==> config.mk <==
export PLATFORM = sky130hd
export DESIGN_NAME = calendar_date_counter
export DESIGN_NICKNAME = d
export VERILOG_FILES = /design/src/rtl/cal_pkg.sv /design/src/rtl/cal_day_step.sv /design/src/rtl/calendar_date_counter.sv
export SDC_FILE = /design/constraint.sdc
export NUM_CORES = 1
export LEC_CHECK = 0
export BUFFER_PORTS_ARGS = -buffer_cell sky130_fd_sc_hd__buf_2
export CORE_MARGIN = 8
export CORE_UTILIZATION = 37
export DETAILED_ROUTE_END_ITERATION = 6
export PLACE_DENSITY = 0.61
export SLEW_MARGIN = 15
export SYNTH_ARGS = -nofsm -noshare
export SYNTH_HDL_FRONTEND = slang
export SYNTH_SLANG_ARGS = --single-unit
==> constraint.sdc <==
create_clock -name i_clk -period 18.75 [get_ports i_clk]
set_clock_uncertainty 0.2 [all_clocks]
set_input_delay 0 -clock i_clk [delete_from_list [all_inputs] [get_ports i_clk]]
set_output_delay 0 -clock i_clk [all_outputs]
set_load 0.02 [all_outputs]
==> src/rtl/cal_pkg.sv <==
// ============================================================================
// cal_pkg
// Shared types, constants and calendar helper functions for the Gregorian
// date counter.
// ============================================================================
package cal_pkg;

    // Width of the advance day counter; the whole request count field.
    localparam int CountWidth = 16;

    localparam logic [13:0] YearMax    = 14'd9999;
    localparam logic [8:0]  DaysLeap   = 9'd366;
    localparam logic [8:0]  DaysCommon = 9'd365;
    localparam logic [13:0] CentDiv    = 14'd100;
    localparam logic [6:0]  CentLast   = 7'd99;
    localparam logic [3:0]  MonthDec   = 4'd12;
    localparam logic [2:0]  WdaySat    = 3'd6;
    localparam logic [2:0]  WdayUnk    = 3'd7;

    // Reciprocal of 100 for the century split: floor(y / 100) = (y * 5243) >> 19
    // for every fourteen-bit year.
    localparam logic [26:0] CentRecip  = 27'd5243;
    localparam int          CentShift  = 19;

    // Request kinds carried in the slave-side tuser.
    localparam logic ReqSet     = 1'b0;
    localparam logic ReqAdvance = 1'b1;

    localparam logic StatusOk  = 1'b0;
    localparam logic StatusBad = 1'b1;

    typedef struct packed {
        logic [13:0] year;
        logic [3:0]  month;
        logic [4:0]  day;
        logic [8:0]  doy;
        logic [2:0]  wday;
        logic        leap;
        logic [6:0]  yy;   // year modulo 100
        logic [6:0]  cc;   // year divided by 100
    } t_date;

    function automatic logic is_leap(input logic [6:0] yy, input logic [6:0] cc);
        is_leap = (yy[1:0] == 2'd0) && ((yy != 7'd0) || (cc[1:0] == 2'd0));
    endfunction

    // Length of month m; codes outside 1..12 give zero.
    function automatic logic [4:0] month_len(input logic [3:0] m, input logic leap);
        case (m)
            4'd1, 4'd3, 4'd5, 4'd7, 4'd8, 4'd10, 4'd12: month_len = 5'd31;
            4'd4, 4'd6, 4'd9, 4'd11:                    month_len = 5'd30;
            4'd2:                                       month_len = leap ? 5'd29 : 5'd28;
            default:                                    month_len = 5'd0;
        endcase
    endfunction

    // Month offsets of the weekday formula, with January and February shifted
    // back by one in a leap year.
    function automatic logic [2:0] month_code(input logic [3:0] m, input logic leap);
        case (m)
            4'd1:    month_code = leap ? 3'd6 : 3'd0;
            4'd2:    month_code = leap ? 3'd2 : 3'd3;
            4'd3:    month_code = 3'd3;
            4'd4:    month_code = 3'd6;
            4'd5:    month_code = 3'd1;
            4'd6:    month_code = 3'd4;
            4'd7:    month_code = 3'd6;
            4'd8:    month_code = 3'd2;
            4'd9:    month_code = 3'd5;
            4'd10:   month_code = 3'd0;
            4'd11:   month_code = 3'd3;
            4'd12:   month_code = 3'd5;
            default: month_code = 3'd0;
        endcase
    endfunction

    // Remainder by seven of an eight-bit value. Since 64 and 8 are both one
    // more than a multiple of seven, digit folding keeps the residue.
    function automatic logic [2:0] mod7(input logic [7:0] x);
        logic [6:0] s1;
        logic [3:0] s2;
        logic [3:0] s3;
        s1 = 7'(x[7:6]) + 7'(x[5:0]);
        s2 = 4'(s1[6:3]) + 4'(s1[2:0]);
        s3 = 4'(s2[3]) + 4'(s2[2:0]);
        mod7 = (s3 >= 4'd7) ? 3'(s3 - 4'd7) : s3[2:0];
    endfunction

endpackage

==> src/rtl/cal_day_step.sv <==
// ============================================================================
// cal_day_step
// Next-day logic: moves a fully known date on by one day, rolling over the
// month and the year and keeping the century split and leap bit in step.
// ============================================================================
module cal_day_step (
    input  cal_pkg::t_date i_date,
    output cal_pkg::t_date o_date
);

    logic [8:0]  w_len_year;
    logic        w_year_end;
    logic [13:0] w_year_nx;
    logic [6:0]  w_yy_nx;
    logic [6:0]  w_cc_nx;

    assign w_len_year = i_date.leap ? cal_pkg::DaysLeap : cal_pkg::DaysCommon;
    assign w_year_end = (i_date.doy >= w_len_year);

    // Year 9999 wraps to year 0, which restarts both halves of the split.
    always_comb begin
        if (i_date.year >= cal_pkg::YearMax) begin
            w_year_nx = 14'd0;
            w_yy_nx   = 7'd0;
            w_cc_nx   = 7'd0;
        end else if (i_date.yy >= cal_pkg::CentLast) begin
            w_year_nx = i_date.year + 14'd1;
            w_yy_nx   = 7'd0;
            w_cc_nx   = i_date.cc + 7'd1;
        end else begin
            w_year_nx = i_date.year + 14'd1;
            w_yy_nx   = i_date.yy + 7'd1;
            w_cc_nx   = i_date.cc;
        end
    end

    always_comb begin
        o_date      = i_date;
        o_date.wday = (i_date.wday >= cal_pkg::WdaySat) ? 3'd0 : i_date.wday + 3'd1;
        if (w_year_end) begin
            o_date.year  = w_year_nx;
            o_date.yy    = w_yy_nx;
            o_date.cc    = w_cc_nx;
            o_date.leap  = cal_pkg::is_leap(w_yy_nx, w_cc_nx);
            o_date.month = 4'd1;
            o_date.day   = 5'd1;
            o_date.doy   = 9'd1;
        end else begin
            if ((i_date.day >= cal_pkg::month_len(i_date.month, i_date.leap))
                    && (i_date.month < cal_pkg::MonthDec)) begin
                o_date.month = i_date.month + 4'd1;
                o_date.day   = 5'd1;
            end else begin
                o_date.day = i_date.day + 5'd1;
            end
            o_date.doy = i_date.doy + 9'd1;
        end
    end

endmodule

==> src/rtl/calendar_date_counter.sv <==
// ============================================================================
// calendar_date_counter
// Gregorian date register with day of year, weekday and leap flag.
// ============================================================================
// Requests arrive as beats on the slave stream: tuser selects a set (load the
// date from the fields, with month or day optionally unknown) or an advance
// (step forward by a day count). Every request gives exactly one result beat
// on the master stream showing the stored date afterwards, with tuser set
// when a set was rejected as invalid.
// A set request passes from acceptance to the result register through the
// century split by a reciprocal multiply, the check, a walk that adds one
// month length per cycle through the single day-of-year adder and the weekday
// fold; a set with month or day unknown, or rejected, skips the walk and the
// fold. An advance steps the date by one day per cycle through the next-day
// unit until the count is used up; one with the weekday unknown or a zero
// count goes straight to completion. One request is handled at a time; tready
// is high only while idle. A finished result sits in the output register, so
// the next request is taken while it waits; if the receiver still stalls when
// the next result is ready, the sequencer holds until the register is free.
// Reset clears the date to year 0, month, day and weekday unknown, leap set.
// ============================================================================
module calendar_date_counter (
    input  logic        i_clk,
    input  logic        i_rst_n,
    input  logic        s_axis_tvalid,
    output logic        s_axis_tready,
    // [13:0] year_in, [17:14] month_in, [18] month_unknown, [23:19] day_in,
    // [24] day_unknown, [40:25] advance_days, [47:41] zero
    input  logic [47:0] s_axis_tdata,
    // [0] req_type
    input  logic [0:0]  s_axis_tuser,
    output logic        m_axis_tvalid,
    input  logic        m_axis_tready,
    // [13:0] year_out, [17:14] month_out, [22:18] day_out,
    // [31:23] day_of_year_out, [34:32] weekday_out, [35] leap_out, [39:36] zero
    output logic [39:0] m_axis_tdata,
    // [0] status
    output logic [0:0]  m_axis_tuser
);

    typedef enum logic [6:0] {
        S_IDLE = 7'b0000001,
        S_DIV  = 7'b0000010,
        S_CHK  = 7'b0000100,
        S_WALK = 7'b0001000,
        S_WDAY = 7'b0010000,
        S_ADV  = 7'b0100000,
        S_DONE = 7'b1000000
    } t_state;

    t_state r_state;

    cal_pkg::t_date r_cur;
    cal_pkg::t_date r_out;
    cal_pkg::t_date w_step;
    logic           r_out_valid;
    logic           r_out_status;
    logic           r_status;

    // Working copy of the request.
    logic [13:0]                   r_year;
    logic [3:0]                    r_month;
    logic                          r_month_unk;
    logic [4:0]                    r_day;
    logic                          r_day_unk;
    logic [cal_pkg::CountWidth-1:0] r_cnt;
    logic [6:0]                    r_cc;
    logic [6:0]                    r_yy;
    logic                          r_leap;
    logic [3:0]                    r_idx;
    logic [8:0]                    r_doy;

    logic        w_accept;
    logic        w_adv_ok;
    logic [26:0] w_prod;
    logic [13:0] w_rem;
    logic [6:0]  w_yy;
    logic        w_leap;
    logic        w_year_bad;
    logic        w_month_bad;
    logic        w_day_bad;
    logic [7:0]  w_wsum;
    logic        w_out_free;

    cal_day_step u_step (
        .i_date (r_cur),
        .o_date (w_step)
    );

    assign w_accept   = s_axis_tvalid && s_axis_tready;
    assign w_out_free = !r_out_valid || m_axis_tready;

    // Advancing needs a full date; a known weekday implies one.
    assign w_adv_ok = (r_cur.wday <= cal_pkg::WdaySat) && (r_cur.month >= 4'd1)
                      && (r_cur.month <= cal_pkg::MonthDec);

    assign w_prod = 27'(r_year) * cal_pkg::CentRecip;
    assign w_rem  = r_year - 14'(r_cc) * cal_pkg::CentDiv;
    assign w_yy   = w_rem[6:0];
    assign w_leap = cal_pkg::is_leap(w_yy, r_cc);

    assign w_year_bad  = (r_year > cal_pkg::YearMax);
    assign w_month_bad = (r_month == 4'd0) || (r_month > cal_pkg::MonthDec);
    assign w_day_bad   = (r_day == 5'd0) || (r_day > cal_pkg::month_len(r_month, w_leap));

    assign w_wsum = 8'(r_day) + 8'(cal_pkg::month_code(r_month, r_leap)) + 8'(r_yy)
                    + 8'(r_yy[6:2]) + 8'(3'd6 - {r_cc[1:0], 1'b0});

    always_ff @(posedge i_clk) begin
        if (!i_rst_n) begin
            r_state     <= S_IDLE;
            r_out_valid <= 1'b0;
            r_cur       <= '{year: 14'd0, month: 4'd0, day: 5'd0, doy: 9'd0,
                             wday: cal_pkg::WdayUnk, leap: 1'b1, yy: 7'd0, cc: 7'd0};
        end else begin
            // A beat leaving in the same cycle as the next one is loaded keeps
            // the register full.
            if (m_axis_tvalid && m_axis_tready && !((r_state == S_DONE) && w_out_free)) begin
                r_out_valid <= 1'b0;
            end
            case (r_state)
                S_IDLE: begin
                    if (w_accept) begin
                        r_year      <= s_axis_tdata[13:0];
                        r_month     <= s_axis_tdata[17:14];
                        r_month_unk <= s_axis_tdata[18];
                        r_day       <= s_axis_tdata[23:19];
                        r_day_unk   <= s_axis_tdata[24];
                        r_cnt       <= s_axis_tdata[25 +: cal_pkg::CountWidth];
                        r_status    <= cal_pkg::StatusOk;
                        if (s_axis_tuser[0] == cal_pkg::ReqSet) begin
                            r_state <= S_DIV;
                        end else if (w_adv_ok
                                && (s_axis_tdata[25 +: cal_pkg::CountWidth] != '0)) begin
                            r_state <= S_ADV;
                        end else begin
                            r_state <= S_DONE;
                        end
                    end
                end
                S_DIV: begin
                    r_cc    <= w_prod[cal_pkg::CentShift +: 7];
                    r_state <= S_CHK;
                end
                S_CHK: begin
                    r_state <= S_DONE;
                    if (w_year_bad) begin
                        r_status <= cal_pkg::StatusBad;
                    end else if (r_month_unk) begin
                        r_cur <= '{year: r_year, month: 4'd0, day: 5'd0, doy: 9'd0,
                                   wday: cal_pkg::WdayUnk, leap: w_leap, yy: w_yy, cc: r_cc};
                    end else if (w_month_bad) begin
                        r_status <= cal_pkg::StatusBad;
                    end else if (r_day_unk) begin
                        r_cur <= '{year: r_year, month: r_month, day: 5'd0, doy: 9'd0,
                                   wday: cal_pkg::WdayUnk, leap: w_leap, yy: w_yy, cc: r_cc};
                    end else if (w_day_bad) begin
                        r_status <= cal_pkg::StatusBad;
                    end else begin
                        r_leap  <= w_leap;
                        r_yy    <= w_yy;
                        r_doy   <= 9'(r_day);
                        r_idx   <= 4'd1;
                        r_state <= S_WALK;
                    end
                end
                S_WALK: begin
                    // Add the length of each month before the requested one.
                    if (r_idx < r_month) begin
                        r_doy <= r_doy + 9'(cal_pkg::month_len(r_idx, r_leap));
                        r_idx <= r_idx + 4'd1;
                    end else begin
                        r_state <= S_WDAY;
                    end
                end
                S_WDAY: begin
                    r_cur <= '{year: r_year, month: r_month, day: r_day, doy: r_doy,
                               wday: cal_pkg::mod7(w_wsum), leap: r_leap, yy: r_yy,
                               cc: r_cc};
                    r_state <= S_DONE;
                end
                S_ADV: begin
                    r_cur <= w_step;
                    r_cnt <= r_cnt - cal_pkg::CountWidth'(1);
                    if (r_cnt == cal_pkg::CountWidth'(1)) begin
                        r_state <= S_DONE;
                    end
                end
                S_DONE: begin
                    if (w_out_free) begin
                        r_out        <= r_cur;
                        r_out_status <= r_status;
                        r_out_valid  <= 1'b1;
                        r_state      <= S_IDLE;
                    end
                end
                default: begin
                    r_state <= S_IDLE;
                end
            endcase
        end
    end

    assign s_axis_tready   = (r_state == S_IDLE);
    assign m_axis_tvalid   = r_out_valid;
    assign m_axis_tuser[0] = r_out_status;
    assign m_axis_tdata    = {4'd0, r_out.leap, r_out.wday, r_out.doy, r_out.day,
                              r_out.month, r_out.year};

`ifndef ASSERT_OFF
    // A known weekday always comes with a complete date.
    a_full_date: assert property (@(posedge i_clk) disable iff (!i_rst_n)
        (r_cur.wday != cal_pkg::WdayUnk) |-> ((r_cur.month >= 4'd1)
            && (r_cur.month <= cal_pkg::MonthDec) && (r_cur.day != 5'd0)
            && (r_cur.doy != 9'd0)))
        else $error("weekday known but date incomplete");

    // The ordinal day never runs past the length of the stored year.
    a_doy_range: assert property (@(posedge i_clk) disable iff (!i_rst_n)
        (r_cur.doy <= (r_cur.leap ? cal_pkg::DaysLeap : cal_pkg::DaysCommon)))
        else $error("day of year beyond year length");

    // Stepping only runs with a count left and never flags a rejection.
    a_adv_count: assert property (@(posedge i_clk) disable iff (!i_rst_n)
        (r_state == S_ADV) |-> ((r_cnt != '0) && (r_status == cal_pkg::StatusOk)))
        else $error("advance running with empty count or bad status");

    // A result beat is only loaded from the completion state.
    a_out_load: assert property (@(posedge i_clk) disable iff (!i_rst_n)
        $rose(r_out_valid) |-> ($past(r_state) == S_DONE))
        else $error("result loaded outside completion");
`endif

endmodule

-- Yosys cells after proc, flatten, opt, wreduce, memory -nomap -nowiden
Index checks and enable logic that the tools add are counted.
- bits of input ports: 53
- output and inout bits: 43
- bits in registers: 165
- reduce and logical (&&, ||, !) cells: 51
- muxes and demuxes: 69
- equal/unequal tests: 62
- add/subtract/negate cells: 20
- order comparisons: 14
- multiply operators: 2
- bitwise logic cells: 5
- operators by type and width (kind ; count):
    $mux 50 ; 4
    $pmux 50 s3 ; 1
    $mux 7 ; 15
    $eq 4x4->1 const B ; 15
    $mux 9 ; 6
    $pmux 7 s7 ; 1
    $eq 4x3->1 const B ; 12
    $pmux 5 s3 ; 3
    $pmux 16 s2 ; 1
    $mux 14 ; 2
    $mux 4 ; 7
    $mul 14x13->26 const B ; 1
    $mux 5 ; 5
    $eq 4x2->1 const B ; 6
    $pmux 3 s8 ; 1
    $reduce_or 7->1 ; 3
    $mux 18 ; 1
    $ne 2x2->1 const B ; 9
    $pmux 9 s2 ; 1
    $eq 16x1->1 const B ; 1
    $mux 16 ; 1
    $reduce_bool 16->1 ; 1
    $sub 16x1->16 const B ; 1
    $mux 15 ; 1
    other kinds (68) ; 124

-- Longest topological paths before layout
Gate-level depths: netlist of the first run.
- depth after elaboration: 15
- depth in mapped cells: 33
- depth with buffers taken out: 32

-- Modules after synthesis
A second synthesis of the first run with hierarchy kept.
- cells, all modules: 1404
- area total of the unflattened synthesis: 13451.7 um2
- modules (own cells, without submodules) (module ; cells an instance ; instances ; seq. area each (um2) ; area each (um2)):
    calendar_date_counter ; 1135 ; 1 ; 4374.2 ; 11828.8
    cal_day_step ; 269 ; 1 ; 0.0 ; 1622.8

-- Least setup slack after synthesis of the first run
No wires, ideal clock.
- kind: register to register
- start: register r_month[3]
- end: register r_cur[16] (netlist name)
- stages on the path, launching flop included: 31
- required time: 18421 ps
- path buffers: 1
- clock period less this slack: 6377 ps
- slack: 12373 ps
- arrival: 6048 ps
- path through: edfxtp_1 clkbuf_1 nor2_1 a222oi_1 fa_1 fa_1 inv_1 ha_1 inv_1 fa_1 inv_1 a21o_1 a21oi_1 xnor2_1 ha_1 fa_1 nand2_1 nor2_1 xor2_1 ha_1 a21o_1 a21oi_1 xor2_1 ha_1 xor2_1 ha_1 a21oi_1 o21ai_0 a21oi_1 o32ai_1 nand2_1
- cells in the longest elaborated chain, start to end: 13
- elaborated cells on any way between the ends: 31
- classes of those cells: add/sub: 8; order compare: 2; eq/ne: 12; mux: 3; reduce/logical: 6
- RTL lines (element ; RTL line ; text):
    from (decl) ; calendar_date_counter.sv:62 ; logic [3:0] r_month;
    from (signal assigned) ; calendar_date_counter.sv:125 ; r_month <= s_axis_tdata[17:14];
    $eq 4x4->1 (tied with other cells) ; cal_pkg.sv:60 ; case (m)
    $reduce_or 2->1 (no line) ; -- ;
    $pmux 3 s8 ; cal_pkg.sv:60 ;
    $add 5x3->6 ; calendar_date_counter.sv:106 ; assign w_wsum = 8'(r_day) + 8'(cal_pkg::month_code(r_month, r_leap)) + 8'(r_yy)
    $add 6x7->8 ; calendar_date_counter.sv:106 ;
    $add 8x5->8 ; calendar_date_counter.sv:107 ; + 8'(r_yy[6:2]) + 8'(3'd6 - {r_cc[1:0], 1'b0});
    $add 8x8->8 ; calendar_date_counter.sv:107 ;
    $add 2x6->7 ; cal_pkg.sv:83 ; s1 = 7'(x[7:6]) + 7'(x[5:0]);
    $add 4x3->4 ; cal_pkg.sv:84 ; s2 = 4'(s1[6:3]) + 4'(s1[2:0]);
    $add 1x3->4 ; cal_pkg.sv:85 ; s3 = 4'(s2[3]) + 4'(s2[2:0]);
    $ge 4x3->1 / $sub 3x3->3 (equally long branches) ; cal_pkg.sv:86 ; mod7 = (s3 >= 4'd7) ? 3'(s3 - 4'd7) : s3[2:0];
    $mux 3 ; cal_pkg.sv:86 ;
    $pmux 50 s3 ; calendar_date_counter.sv:121 ; case (r_state)
    to (signal assigned) ; calendar_date_counter.sv:113 ; r_cur <= '{year: 14'd0, month: 4'd0, day: 5'd0, doy: 9'd0,
    to (signal assigned) ; calendar_date_counter.sv:150 ; r_cur <= '{year: r_year, month: 4'd0, day: 5'd0, doy: 9'd0,
    to (signal assigned) ; calendar_date_counter.sv:155 ; r_cur <= '{year: r_year, month: r_month, day: 5'd0, doy: 9'd0,
    to (decl) ; calendar_date_counter.sv:53 ; cal_pkg::t_date r_cur;
Parallel ways exist; a longest one is shown, timed or not.
A chain may end at the register's enable or synchronous reset.

-- Worst setup path after layout of the first run
- start: register r_day[2]
- end: register r_cur[16] (netlist name)
- cells in the longest elaborated chain, start to end: 10
- elaborated cells on any way between the ends: 11
- classes of those cells: add/sub: 8; order compare: 1; mux: 2
- RTL lines (element ; RTL line ; text):
    from (decl) ; calendar_date_counter.sv:64 ; logic [4:0] r_day;
    from (signal assigned) ; calendar_date_counter.sv:127 ; r_day <= s_axis_tdata[23:19];
    $add 5x3->6 * ; calendar_date_counter.sv:106 ;
    $add 6x7->8 * ; calendar_date_counter.sv:106 ;
    $add 8x5->8 * ; calendar_date_counter.sv:107 ;
    $add 8x8->8 * ; calendar_date_counter.sv:107 ;
    $add 2x6->7 * ; cal_pkg.sv:83 ;
    $add 4x3->4 * ; cal_pkg.sv:84 ;
    $add 1x3->4 * ; cal_pkg.sv:85 ;
    $ge 4x3->1 / $sub 3x3->3 (equally long branches) ; cal_pkg.sv:86 ;
    $mux 3 * ; cal_pkg.sv:86 ;
    $pmux 50 s3 * ; calendar_date_counter.sv:121 ;
Every way passes the cells marked *; elsewhere a longest branch is shown, timed or not.

==> impl_results.md, run 1 <==
- Status: finished, final reports clean
- Crit path DAT: between 7000 and 8000 ps
- Fillcell total: between 3000 and 4000
- I/O Buffers: between 80 and 90
- CP startpoint kind: flop
- WL per Instance: ~17 um
- DR pass1 iterations: 5
- VDD IR max: between 90 and 100 uV
- Worst EP required: ~19000 ps
- CTS root buf: clkbuf_16
- Setup_tns: 0 ps
- Max stage delay cell, worst path: fa_1
- Share of cells above drive strength 1: 0.104
- Post-layout net count: between 1500 and 2000
- Syn_area_per_cell: 10.0 um^2
- Vias per cell: 5.24
- Diodes inserted: 0
- Headroom to the max-slew limit: 0.294
- Max Cap Viol: 0
- EDFF count, synth: about 110
- Clock latency on the worst-skew pair: 430 ps
- Initial Util: 0.373
- Pwr dens: between 100 and 150 nW/um^2
- GRT Overall Usage: 0.162
- Crit-path max FO: 5
- Largest net degree at the start of global routing: 40
- Synthesis warning total: 0
- Hold path endpoint: r_year[0]$_DFFE_PP_
- R2R setup slack: roughly 12000 ps
- FMAX: about 140 MHz
- Reg-to-reg startpoint: r_day[2]$_DFFE_PP_
- Sequential share of the synthesized area: 0.338
- Fin crit share: 0.384
- Worst R2R Path Depth: 30
- Commonest non-fill, non-tap cells in the layout: inv_1 (176), ha_1 (156), edfxtp_1 (105)
- Final setup fails: 0
- Largest stage delay, worst path: around 600 ps
- Leakage: 6.11 nW
- Residual DRC: 0
- Die Footprint: 39800 um^2
- Bufs on Longest Clock Path: 2
- H-tree levels: 4
- Layout area overhead: 15.2%
- Hold path depth: 2
- Core area: approximately 33000 um^2
- Yosys cell types: slightly below 80
- Asr flop ratio synth: 0
- DIE HEIGHT: ~200 um
- Synthesized area: roughly 12000 um^2
- First-pass GRT wire length: approximately 51000 um
- Cells after synthesis: about 1200
- Post-DP Area: approximately 13000 um^2
- Commonest non-fill, non-tap cell in the layout: inv_1
- Grt ovf: 0
- Slew Viols, Final: 0
- Placer Congestion: 0.869
- Row count: 67
- Min Tclk post-route: ~7200 ps
- I/O pins: 96
- Fin area: approximately 14000 um^2
- Unrepaired setup endpoints after global routing: false
- Vias in the first global route: 9451
- Critical path type: flop to flop
- Final ANT Viol Nets: 0
- Fin. Hold Viols: 0
- Initial antenna violation count: 0
- Final WL: about 31000 um
- Crit end category: flop
- Via Count: about 9600
- CTS tree: done
- Clock transition at path regs: around 70 ps
- Die width: roughly 200 um
- Crit Reg-Reg Endpoint: r_cur[16]$_SDFFE_PN1P_
- Initial DRC Count: between 600 and 700
- Class of the worst hold path: input pin to flop
- DP Wirelength: about 24000 um
- Clock Sinks: 158
- Post-synth top flop: edfxtp_1
- Hold Crit Start: s_axis_tdata[0]
- CTS buffer count: 17
- Worst-Margin Slew: ~1100 ps
- #FFs+latches synth: 158
==> how the worst max path moves through the flow <==
| stage | endpoint | startpoint | depth (start not counted) |
|---|---|---|---|
| after floorplan | r_cur[16]$_SDFFE_PN1P_ | r_month[3]$_DFFE_PP_ | 30 |
| after global placement | r_cur[16]$_SDFFE_PN1P_ | r_day[2]$_DFFE_PP_ | 30 |
| after detailed placement | r_cur[16]$_SDFFE_PN1P_ | r_day[2]$_DFFE_PP_ | 29 |
| after CTS | r_cur[16]$_SDFFE_PN1P_ | r_day[2]$_DFFE_PP_ | 30 |
| after global routing | r_cur[15]$_SDFFE_PN1P_ | r_day[2]$_DFFE_PP_ | 29 |
| final | r_cur[16]$_SDFFE_PN1P_ | r_day[2]$_DFFE_PP_ | 30 |
==> sequential cells by signal, summed over array words and instances, names as in the netlist, 4 cells and up <==
signal / count
m_axis_tdata: 36
r_cc: 5
r_cnt: 16
r_cur: 45
r_day: 5
r_doy: 9
r_idx: 4
r_month: 4
r_state: 7
r_year: 14
r_yy: 7
==> cell type report <==
class,count,area (um^2),area share
clock buffers,17,425,0.0297
repair buffers,135,921,0.0642
clock inverters,15,136,0.00951
multi-input cells,876,7420,0.517
inverters,177,664,0.0463
well taps,448,561,0.0391
flip-flops and latches,158,4210,0.294
==> cell usage after synthesis, types with 11 or more instances <==
library cell	number	area share
clkbuf_1	22	0.0066
xor2_1	23	0.016
nor3_1	19	0.0076
edfxtp_1	105	0.25
ha_1	156	0.16
a21oi_1	64	0.026
o32ai_1	14	0.0098
dfxtp_1	53	0.085
nand2_1	82	0.025
fa_1	76	0.12
inv_1	176	0.053
nor2_1	75	0.023
nand3_1	26	0.010
nand4_1	13	0.0065
xnor2_1	35	0.025
o21ai_0	71	0.029
nor4_1	11	0.0055
a31oi_1	16	0.0080
a21o_1	12	0.0072
==> cell families (layout without fill, tap and decap cells) <==
kind of cell,after synthesis,count (layout),synth area share
multiplexers,4,4,0.00322
flip-flops,158,158,0.338
XOR/XNOR,58,58,0.0408
adder cells (fa/ha/maj),232,232,0.279
buffers and inverters,214,344,0.0677
AO/OA/AOI/OAI,276,276,0.146
other,1,4,0.000301
AND/OR/NAND/NOR,302,302,0.125
==> worst max-delay path: cells and delay by family, from the launching register on <==
kind	cells	cell delay (ps)
flops	1	580
buf+inv	4	260
simple gates	3	240
fa+ha+maj	10	3540
compound gates	9	1490
xor+xnor	4	860
==> power breakdown <==
part	switching [W]	leakage, nW	internal [W]
clock	0.000153	0.263	0.000184
combinational	0.000604	4.47	0.000437
sequential	0.0000259	1.37	0.000398
total	0.000783	6.11	0.00102
==> metal layers <==
layer | global-route usage | vias to the layer above | share of wire
met5 | 0 | - | 0
met4 | 0.0469 | 0 | 0.015
met3 | 0.0268 | 32 | 0.049
met2 | 0.257 | 250 | 0.46
met1 | 0.225 | 4618 | 0.48
li1 | - | 4672 | -
==> what timing repair did <==
action / 4_1_cts / 5_1_grt
setup buffers: 0 / 0
setup endpoints to repair: 0 / 0
resized for setup: 0 / 0
hold buffers: 47 / 0
endpoints found under the hold margin: 65 / 0
==> stage by stage <==
stage | total power, W | utilization | hold WS, ps | worst slack (ps) | cells
after global routing | 0.00197 | 0.430 | 67.3 | 11100 | 1826
after detailed placement | 0.00146 | 0.399 | -21.9 | 11600 | 1747
after floorplan | 0.00119 | - | -124 | 12370 | 1248
after CTS | 0.00181 | 0.430 | 56.0 | 11560 | 1826
final | 0.00180 | 0.430 | 78.0 | 11560 | 1826
after global placement | 0.00143 | 0.399 | -23.1 | 11790 | 1747
Power figures use the tool's default switching activity.
==> run 2: changes to the inputs <==
Settings changed: PLACE_DENSITY 0.61 to 0.62.
Clock period 18.75 ns to 5.85 ns, I/O delays scaled along.
==> run 2 against run 1 <==
The run now ends with negative setup slack left. Sequential share of layout area is 1.1 points lower. Register-to-register slack worse by 12000 ps. Clock power grew to 3.4 times the previous value. Core utilization is 1.7 points higher. Worst hold slack worse by 10 ps. Design area is 4.0% higher. Sequential power grew to 3.1 times the previous value. Power grew to 3.4 times the previous value. Die area stayed put. Highest routed layer unchanged.
==> impl_results.md, run 2 (synthesis results as in run 1) <==
- Initial antenna violation count: 0
- DR pass1 iterations: 5
- Post-layout net count: between 1500 and 2000
- H-tree levels: 4
- Worst EP required: 5960 ps
- Reg area: between 4000 and 5000 um^2
- Layout area overhead: 19.8%
- Diodes inserted: 0
- Final setup fails: 3
- DP Wirelength: 24800 um
- Initial DRC Count: 745
- Leakage: 6.40 nW
- Clock Sinks: between 150 and 200
- Unrepaired setup endpoints after global routing: true
- Worst Path Buf+Inv: 4
- Non-Filler Instances: approximately 1900
- Clock transition at path regs: 80 ps
- Grt ovf: 0
- Max stage delay cell, worst path: edfxtp_1
- Status: complete, but fails checks
- Clock latency on the worst-skew pair: 440 ps
- Setup_tns: -668 ps
- Final WL: approximately 32000 um
- Crit end category: flop
- Critical path's top delay family: adder cells
- Row count: 67
- Vias in the first global route: just under 10000
- Fin. Hold Viols: 0
- CTS buffer count: 17
- GRT Overall Usage: 0.166
- Share of cells above drive strength 1: 0.149
- Class of the worst hold path: input pin to flop
- Largest net degree at the start of global routing: 45
- CTS root buf: clkbuf_16
- Residual DRC: 0
- Core area: between 30000 and 40000 um^2
- WL per Instance: 17.2 um
- Crit path DAT: roughly 6200 ps
- Min Tclk post-route: 6080 ps
- I/O Buffers: 84
- Die Footprint: 39800 um^2
- Slew Viols, Final: 0
- Fillcell total: 3183
- Total power: about 0.0062 W
- I/O pins: 96
- Flip-flop count of the largest register after layout: between 40 and 50
- CP startpoint kind: flop
- Area of the multi-input gates: about 7500 um^2
- Worst-Margin Slew: 1090 ps
- Placer Congestion: between 0.8 and 0.9
- DIE HEIGHT: about 200 um
- Pwr dens: 417 nW/um^2
- Headroom to the max-slew limit: 0.271
- Largest stage delay, worst path: roughly 500 ps
- Fin crit share: 1.04
- Initial Util: 0.373
- Die width: between 150 and 200 um
- Bufs on Longest Clock Path: 2
- Critical path type: flop to flop
- Commonest non-fill, non-tap cell in the layout: inv_1
- Commonest non-fill, non-tap cells in the layout: inv_1 (172), ha_1 (152), edfxtp_1 (105)
- Via Count: between 9000 and 10000
- VDD IR max: approximately 320 uV
- Violated checks: negative setup slack
- Vias per cell: 5.20
- Max Cap Viol: 0
- Final ANT Viol Nets: 0
- Largest reg by FF count: r_cur
- CTS tree: done
- First-pass GRT wire length: 51900 um
- Crit-path max FO: 6
- FMAX: ~160 MHz
- Final WS setup: -233 ps
- Placed cells: between 1500 and 2000
[run 2: cell count changes in the layout (fill, tap and decap cells not counted), sizes merged]
cell	delta
buf	+45
clkbuf	+3
clkinv	-3
clkinvlp	-4
dlygate4sd3	+11
inv	+4
[run 2: path summary, 6_finish.rpt]
kind | startpoint | endpoint | slack, ps | depth (start not counted)
worst min register to register | r_status$_DFFE_PP_ | m_axis_tuser$_DFFE_PP_ | 240 | 0
worst max-delay path | r_month[3]$_DFFE_PP_ | r_cur[16]$_SDFFE_PN1P_ | -230 | 30
worst max register to register | r_month[3]$_DFFE_PP_ | r_cur[16]$_SDFFE_PN1P_ | -230 | 30
worst min-delay path | s_axis_tdata[7] | r_year[7]$_DFFE_PP_ | 70 | 2
[run 2: final cells by class]
cell class | count | area share
multi-input combinational | 876 | 0.503
clock buffer | 20 | 0.0328
inverter | 177 | 0.0445
clock inverter | 12 | 0.00780
tap | 448 | 0.0376
timing repair buffer | 191 | 0.0920
sequential | 158 | 0.282
[run 2: per-stage QoR]
stage          cell area (um^2)  setup WS [ps]   util  hold slack (ps)
2_1_floorplan             12500           -165      -             -124
3_3_place_gp              13600           -313  0.409            -22.7
3_5_place_dp              13600           -497  0.409            -21.8
4_1_cts                   14900           -398  0.446             35.7
5_1_grt                   14900           -578  0.447             61.8
6_report                  14900           -233  0.447             68.0
[run 2: power breakdown]
group	leakage, nW	total, W	internal [W]	switching (W)
Clock	0.305	0.00116	0.000658	0.000505
Combinational	4.72	0.00372	0.00170	0.00202
Sequential	1.37	0.00133	0.00127	0.0000561
[run 2: layer usage]
metal  global-route usage  up-vias  wire [um]
met4               0.0474        0        465
li1                     -     4773          -
met3               0.0283       26       1790
met1                0.233     4719      15300
met2                0.262      262      14800
met5                    0        -          0
[run 2: what timing repair did]
action	in CTS	in global routing
hold endpoints to repair	65	0
gates resized for setup	7	6
endpoints found under the setup margin	3	3
setup buffers	5	2
cloned	0	0
pin swaps	27	11
hold buffers	58	0
==> run 3: changes to the inputs <==
Settings changed: PLACE_DENSITY 0.62 to 0.61.
Clock period 5.85 ns to 7.8 ns, I/O delays scaled along.
==> run 3 against run 2 <==
Setup slack improved by 1100 ps. Non-clock buffer count decreased by 56. Final cell count fell by 2.9%. Clock-buffer cell count is 4 higher. Combinational power fell by 33%. The flow now finishes without violations. Die area did not move. Via count down 2.5%. Sequential power fell by 24%. Critical path depth unchanged. Critical endpoint is now r_cur[15]$_SDFFE_PN1P_. Highest routed layer unchanged. Power shrank 29%. Core utilization decreased by 1.4 points.
==> impl_results.md, run 3 (synthesis results as in run 1) <==
- Crit path from: r_month[0]$_DFFE_PP_
- Hold Crit Start: s_axis_tdata[10]
- Setup bufs post-CTS: 0
- Fin. Hold Viols: 0
- Sw frac: 0.414
- Crit end category: flop
- Worst-Margin Slew: 1060 ps
- Reg-to-reg startpoint: r_month[0]$_DFFE_PP_
- Largest stage delay, worst path: around 600 ps
- Levels on crit path: 30
- Clock power share: 0.212
- Commonest non-fill, non-tap cells in the layout: inv_1 (176), ha_1 (156), edfxtp_1 (105)
- Worst R2R Path Depth: 30
- Placer Congestion: 0.856
- Final setup fails: 0
- Row count: 67
- Vias per cell: around 5.2
- Net switching power: 0.00183 W
- Clock transition at path regs: approximately 70 ps
- Min Tclk post-route: between 6000 and 7000 ps
- Largest net degree at the start of global routing: 49
- CTS buffer count: 17
- I/O Buffers: 84
- Clock Sinks: between 150 and 200
- VDD IR max: between 200 and 250 uV
- Grt ovf: 0
- Sequential share of power: 0.229
- Headroom to the max-slew limit: 0.289
- Pwr dens: 306 nW/um^2
- Most used cell, CP: ha_1
- Initial antenna violation count: 2
- Post-DP Area: ~13000 um^2
- Fillcell total: 3217
- Bufs on Longest Clock Path: 2
- Via Count: between 9000 and 10000
- Die Footprint: ~40000 um^2
- Leakage: a little over 6 nW
- DIE HEIGHT: between 150 and 200 um
- Worst Path Buf+Inv: 3
- FMAX: between 100 and 150 MHz
- P_int: between 0.002 and 0.003 W
- Hold_ws: 75.1 ps
- Max stage delay cell, worst path: edfxtp_1
- CTS tree: done
- Commonest non-fill, non-tap cell in the layout: inv_1
- Largest reg by FF count: r_cur
- Critical path's top delay family: adder cells
- Final core utilization: 0.434
- Unrepaired setup endpoints after global routing: false
- Share of cells above drive strength 1: 0.107
- Residual DRC: 0
- Final WL: 32200 um
- Critical Path End: r_cur[15]$_SDFFE_PN1P_
- Worst EP required: a little under 8000 ps
- Final ANT Viol Nets: 0
- Critical path type: flop to flop
- Setup_tns: 0 ps
- Max Cap Viol: 0
- Core area: approximately 33000 um^2
- Vias in the first global route: roughly 9400
- WL per Instance: roughly 18 um
- H-tree levels: 4
- R2R setup slack: about 860 ps
- Fin crit share: 0.889
- Slew Viols, Final: 0
- CP startpoint kind: flop
- Post-layout net count: between 1500 and 2000
- Crit Reg-Reg Endpoint: r_cur[15]$_SDFFE_PN1P_
- Initial DRC Count: 645
- Comb pwr share: 0.559
- GRT Overall Usage: 0.165
- Crit path DAT: approximately 7000 ps
- Post_cts resized: 0
- DR pass1 iterations: 6
- Class of the worst hold path: input pin to flop
- DP Wirelength: 24700 um
- Clock latency on the worst-skew pair: roughly 440 ps
- Fin area: 14500 um^2
- Status: finished, final reports clean
- Initial Util: 0.373
- Crit-path max FO: 16
- CTS root buf: clkbuf_16
- Flip-flop count of the largest register after layout: 45
- Die width: about 200 um
- First-pass GRT wire length: between 50000 and 60000 um
- I/O pins: 96
- Layout area overhead: 16.2%
-- run 3: cell types whose count changed in the layout (fill, tap and decap cells not counted), moves of 4 or more --
cell and delta:
buf_4 -44, dlygate4sd3_1 -11, o21ai_0 +5, ha_1 +4, inv_1 +4, inv_2 -4, o21ai_1 -4
-- run 3: worst min path at each step --
| stage | cells past startpoint | slack [ps] | end |
|---|---|---|---|
| after floorplan | 1 | -120 | r_state[1]$_SDFFE_PN0P_ |
| final | 2 | 80 | r_year[10]$_DFFE_PP_ |
| after CTS | 2 | 40 | r_year[10]$_DFFE_PP_ |
| after global placement | 1 | -20 | r_year[3]$_DFFE_PP_ |
| after detailed placement | 1 | -20 | r_year[2]$_DFFE_PP_ |
| after global routing | 2 | 70 | r_year[7]$_DFFE_PP_ |
-- run 3: per-stage QoR --
step           total power [W]  worst slack [ps]  cells
2_1_floorplan          0.00287              1420   1248
3_3_place_gp           0.00343              1060   1747
3_5_place_dp           0.00349               891   1747
4_1_cts                0.00448               862   1826
5_1_grt                0.00483               355   1828
6_report               0.00443               863   1828
-- run 3: layer usage --
metal / share of wire / up-vias / GRT usage
li1: - / 4663 / -
met5: 0 / - / 0
met4: 0.022 / 0 / 0.0591
met2: 0.45 / 250 / 0.263
met3: 0.051 / 36 / 0.0251
met1: 0.47 / 4589 / 0.225
-- run 3: final cells by class --
class	count	area [um^2]	area share
well taps	448	561	0.0387
repair buffers	135	921	0.0637
clock buffers	24	567	0.0392
multi-input cells	876	7430	0.513
clock inverters	8	109	0.00752
flip-flops and latches	158	4210	0.291
diodes	2	5.00	0.000346
inverters	177	664	0.0459
-- run 3: worst register-to-register path, delay by kind of cell, from the launching register on --
kind	cells	cell delay, ps
AO/OA/AOI/OAI	11	1910
AND/OR/NAND/NOR	2	130
flip-flops	1	600
XOR/XNOR	5	870
buffers and inverters	3	190
adder cells (fa/ha/maj)	9	2880
-- run 3: power by group through the flow --
| stage | registers, W | clock network [W] | logic [W] |
|---|---|---|---|
| final | 0.00101 | 0.000939 | 0.00248 |
| after detailed placement | 0.00103 | 0 | 0.00245 |
| after global placement | 0.00103 | 0 | 0.00240 |
| after CTS | 0.00101 | 0.000965 | 0.00250 |
| after global routing | 0.00102 | 0.000993 | 0.00282 |
| after floorplan | 0.00101 | 0 | 0.00186 |
-- run 3: timing repair --
| action | 4_1_cts | 5_1_grt |
|---|---|---|
| hold buffers | 47 | 0 |
| hold endpoints to repair | 65 | 0 |
| setup endpoints to repair | 0 | 0 |
